--- src/hw/rtl/tea_enc_pkg.sv ---
// ----------------------------------------------------------------------------
// tea_enc_pkg: shared types and constants of the tea block encrypt unit
// Holds the round constant, register indexes, the word-pair type and the
// half-round mixing function.
// ----------------------------------------------------------------------------
`default_nettype none

package tea_enc_pkg;

  // word and config index widths
  localparam int unsigned WORD_W    = 32;
  localparam int unsigned CFG_IDX_W = 2;

  // default number of full rounds
  localparam int unsigned ROUND_COUNT_DEF = 32;

  // golden-ratio round constant
  localparam logic [WORD_W-1:0] TEA_DELTA = 32'h9e37_79b9;

  // configuration register indexes
  localparam logic [CFG_IDX_W-1:0] REG_KEY_WORD0 = 2'd0;
  localparam logic [CFG_IDX_W-1:0] REG_KEY_WORD1 = 2'd1;
  localparam logic [CFG_IDX_W-1:0] REG_KEY_WORD2 = 2'd2;
  localparam logic [CFG_IDX_W-1:0] REG_KEY_WORD3 = 2'd3;

  // half pair carried along the cell chain: p is updated, q feeds the mix
  typedef struct packed {
    logic [WORD_W-1:0] p;
    logic [WORD_W-1:0] q;
  } half_pair_t;

  // shift, add and xor mixing of one half
  function automatic logic [WORD_W-1:0] mix_half(
    input logic [WORD_W-1:0] h,
    input logic [WORD_W-1:0] sum,
    input logic [WORD_W-1:0] ka,
    input logic [WORD_W-1:0] kb
  );
    logic [WORD_W-1:0] a;
    logic [WORD_W-1:0] b;
    logic [WORD_W-1:0] c;
    a = (h << 4) + ka;
    b = h + sum;
    c = (h >> 5) + kb;
    return a ^ b ^ c;
  endfunction

endpackage

`default_nettype wire

--- src/hw/rtl/tea_enc_cell.sv ---
// ----------------------------------------------------------------------------
// tea_enc_cell: one half-round cell of the encrypt chain
// Adds the mix of q to p and hands the pair on swapped, so the next cell
// updates the other half. Advances whenever the chain enable is high.
// ----------------------------------------------------------------------------
`default_nettype none

module tea_enc_cell #(
  parameter logic [tea_enc_pkg::WORD_W-1:0] SUM = tea_enc_pkg::TEA_DELTA
) (
  input  wire logic                            clk,
  input  wire logic                            rst_n,
  input  wire logic                            en,
  input  wire logic                            in_valid,
  input  wire tea_enc_pkg::half_pair_t         in_pair,
  input  wire logic [tea_enc_pkg::WORD_W-1:0]  ka,
  input  wire logic [tea_enc_pkg::WORD_W-1:0]  kb,
  output logic                                 out_valid,
  output tea_enc_pkg::half_pair_t              out_pair
);

  logic                    valid_r;
  tea_enc_pkg::half_pair_t pair_r;
  tea_enc_pkg::half_pair_t pair_nxt;

  // updated half moves to q, untouched half to p
  always_comb begin
    pair_nxt.p = in_pair.q;
    pair_nxt.q = in_pair.p + tea_enc_pkg::mix_half(in_pair.q, SUM, ka, kb);
  end

  // valid bit
  always_ff @(posedge clk) begin
    if (!rst_n) begin
      valid_r <= 1'b0;
    end else if (en) begin
      valid_r <= in_valid;
    end
  end

  // word pair
  always_ff @(posedge clk) begin
    if (en) begin
      pair_r <= pair_nxt;
    end
  end

  assign out_valid = valid_r;
  assign out_pair  = pair_r;

endmodule

`default_nettype wire

--- config.mk ---
export PLATFORM = sky130hd
export DESIGN_NAME = tea_enc_cell
export DESIGN_NICKNAME = d
export VERILOG_FILES = /design/src/hw/rtl/tea_enc_pkg.sv /design/src/hw/rtl/tea_enc_cell.sv
export SDC_FILE = /design/constraint.sdc
export NUM_CORES = 1
export LEC_CHECK = 0
export ABC_AREA = 1
export BUFFER_PORTS_ARGS = -buffer_cell sky130_fd_sc_hd__buf_2
export CORE_MARGIN = 1.5
export CORE_UTILIZATION = 35
export CTS_CLUSTER_SIZE = 12
export DETAILED_ROUTE_END_ITERATION = 12
export PLACE_DENSITY = 0.58
export SETUP_SLACK_MARGIN = 0.2
export SLEW_MARGIN = 20
export SYNTH_ARGS = -nofsm -noshare
export SYNTH_HDL_FRONTEND = slang
export SYNTH_SLANG_ARGS = --single-unit
--- constraint.sdc ---
create_clock -name clk -period 3.5 [get_ports clk]
set_input_delay 0 -clock clk [delete_from_list [all_inputs] [get_ports clk]]
set_output_delay 0 -clock clk [all_outputs]
set_load 0.05 [all_outputs]
==> metrics.txt <==
post-route insts no fill=2079; HP Class=input port to register; worst slew pin tran=903 ps; RSZ-0062 raised after global routing=false; Simple-Gate Fraction of Synth Area=0.328; area occupied by multi-input gates=7260 um2; most frequent cells in the layout=352 x nand2_1, 199 x buf_4, 191 x buf_2, 157 x inv_1, 111 x nor2_1; nets=1967; Max Cap Violations=0; Initial Util=0.356; cells along the critical path=clkbuf_4, ha_2, nand2_1, inv_1, nand2_1, nand2_1, a21oi_2, o21ai_2, xor2_2, or2_1, nand2_1, nand2_1, nand2_2, ha_4, buf_4, a21oi_4, o21ai_2, a21oi_2, nor2_1, nor4_1, o21ai_1, xor2_1; syn avg cell area=6.81 um2; worst path required time=3590 ps; Netlist Area Pre-Place=8960 um2; Port Buf Inserts=196; Setup Crit Path Kind=input port to register; via-per-instance ratio=4.91; Fillers=2470; routability cong.=0.950; Worst Path Buf+Inv=3; Post-Place Cells=2027; final hold viol count=0; FF+latch count, synth=65; Worst-Skew Late Latency=360 ps; post-route clock skew=0 ps; critical path's most frequent cell=nand2_1; CP Launch Type=input port; Clock Root Buffer=clkbuf_16; vias in the first global route=9892; Syn-to-layout area delta=48.2%; Die H=163 um; Num Clock Sinks=65; htree depth=3; site row count=58; post-synthesis cell type count=52; layout cell share with drive strength beyond 1=0.350; TNS Setup=0 ps; initial drt markers=572; mux contribution to synthesized area=0; CP max FO=4; Core ar.=25200 um2; post-DR wirelength/cell=15.9 um; FF+latch area=1940 um2; global-route wire length before repair=49600 um; Lkg Pwr=6.59 nW; commonest non-fill, non-tap cell in the layout=nand2_1; final setup fails=0; slowest CP cell=ha_2; Core Util, Final=0.527; clock slew at the register clock pins of the worst setup and hold paths=60 ps; xor-xnor portion of the synthesized cell area=0.127; CP max stage delay=330 ps; dpl cell area=11800 um2; Synth Area in Compound Gates=0.127; Hold Startpoint=in_pair[27]; deepest clock path buffer count=2; final instance area=13300 um2; top_reg_cell synth=edfxtp_1; Worst Path Arrival=3280 ps; yosys warns=0; GR Util All Layers=0.244; antenna diode count=0; Tmin final=3180 ps; outcome=complete, no violations; Rel. slew slack=0.398; final worst-path cycle share=0.909; sequential-to-total area share from yosys stat=0.217; adder-cell share of the synthesized area=0.130; DRT Pass-1 Iters=5; Pwr Total=6.80 mW; CP Capture Type=register; Die Width=163 um; number of CTS-inserted buffers=9; remaining antenna violation count=0; via count=10200; net count after synthesis=1538; die area=26600 um2; dpl hpwl=27300 um; DRC viols=0; crit-path leading delay family=simple AND/OR/NAND/NOR gates; DRT Wirelength=33000 um; crit path from=in_pair[12]; Pins Over Slew Limit=0; # IOs=197; initial antenna violation count=0; fraction of registers with async set/reset=0; largest family of logic cells by synthesized area=simple AND/OR/NAND/NOR gates; largest net degree at the start of global routing=37; grt total ovfl=0; CTS tree=built; Synth Instances=1315; Max rail drop VDD=481 uV; worst flop-to-flop path startpoint=out_valid; number of synthesized flops with an enable pin=64; Fmax achieved=314 MHz; Pwr Density=512 nW/um2
power by group:
group          leakage [nW]  internal (mW)  switching (mW)
clock network         0.145          0.573           0.413
logic                  5.81           1.77            2.82
registers             0.635           1.18          0.0442
metrics by stage:
stage / worst slack [ps] / hold WS [ps]
global route: 113 / 11.2
CTS: 218 / 3.98
finish: 318 / 12.9
global placement: -286 / 236
detailed placement: -351 / 242
floorplan: 478 / 93.5
timing repair:
item | 4_1_cts | 5_1_grt
gates resized for setup | 7 | 165
buffers inserted | 0 | 11
hold buffers | 24 | 1
endpoints found under the hold margin | 23 | 1
pin swaps | 1 | 48
setup endpoints to repair | 5 | 17
final cells by class:
class	count	area share
clock buffer	10	0.0180
clock inverter	6	0.00509
inverter	168	0.0475
multi-input combinational	1081	0.546
sequential	65	0.146
tap	330	0.0311
timing repair buffer	419	0.206
kinds of logic after synthesis:
kind of cell,after synthesis
adders and majority gates,91
and+or+nand+nor,676
buffers and inverters,169
xor gates and xnor gates,127
AOI/OAI and AO/OA,187
DFF,65
cell usage after synthesis (8+ instances only):
cell type,instances,share of area
o21bai_1,10,0.0084
xor2_1,70,0.068
inv_2,9,0.0038
o21ai_0,30,0.017
nand3_1,79,0.044
nand3b_1,13,0.011
nand2_2,19,0.013
a21o_1,20,0.017
nand2_1,377,0.16
ha_1,88,0.12
a21oi_2,8,0.0078
nor2_1,122,0.051
nor3_1,17,0.0095
nand4_1,13,0.0091
a21oi_1,84,0.047
edfxtp_1,64,0.21
xnor2_1,54,0.053
inv_1,159,0.067
worst paths after layout:
kind | to | slack [ps] | depth (start not counted)
worst max-delay path | out_pair[29] | 320 | 22
worst min-delay path | out_pair[59] | 10 | 2
worst max register to register | out_valid | 2290 | 3
worst min register to register | out_valid | 1080 | 3
flip-flops by register name (all words and copies together), names as in the netlist:
register	count
out_valid	1
out_pair	64
routing by layer:
metal / vias to the layer above / global-route usage / share of wire
met5: - / 0 / 0
li1: 5199 / - / -
met4: 0 / 0.0784 / 0.020
met2: 283 / 0.420 / 0.48
met3: 42 / 0.0267 / 0.052
met1: 4686 / 0.318 / 0.45
Power figures use the tool's default switching activity.
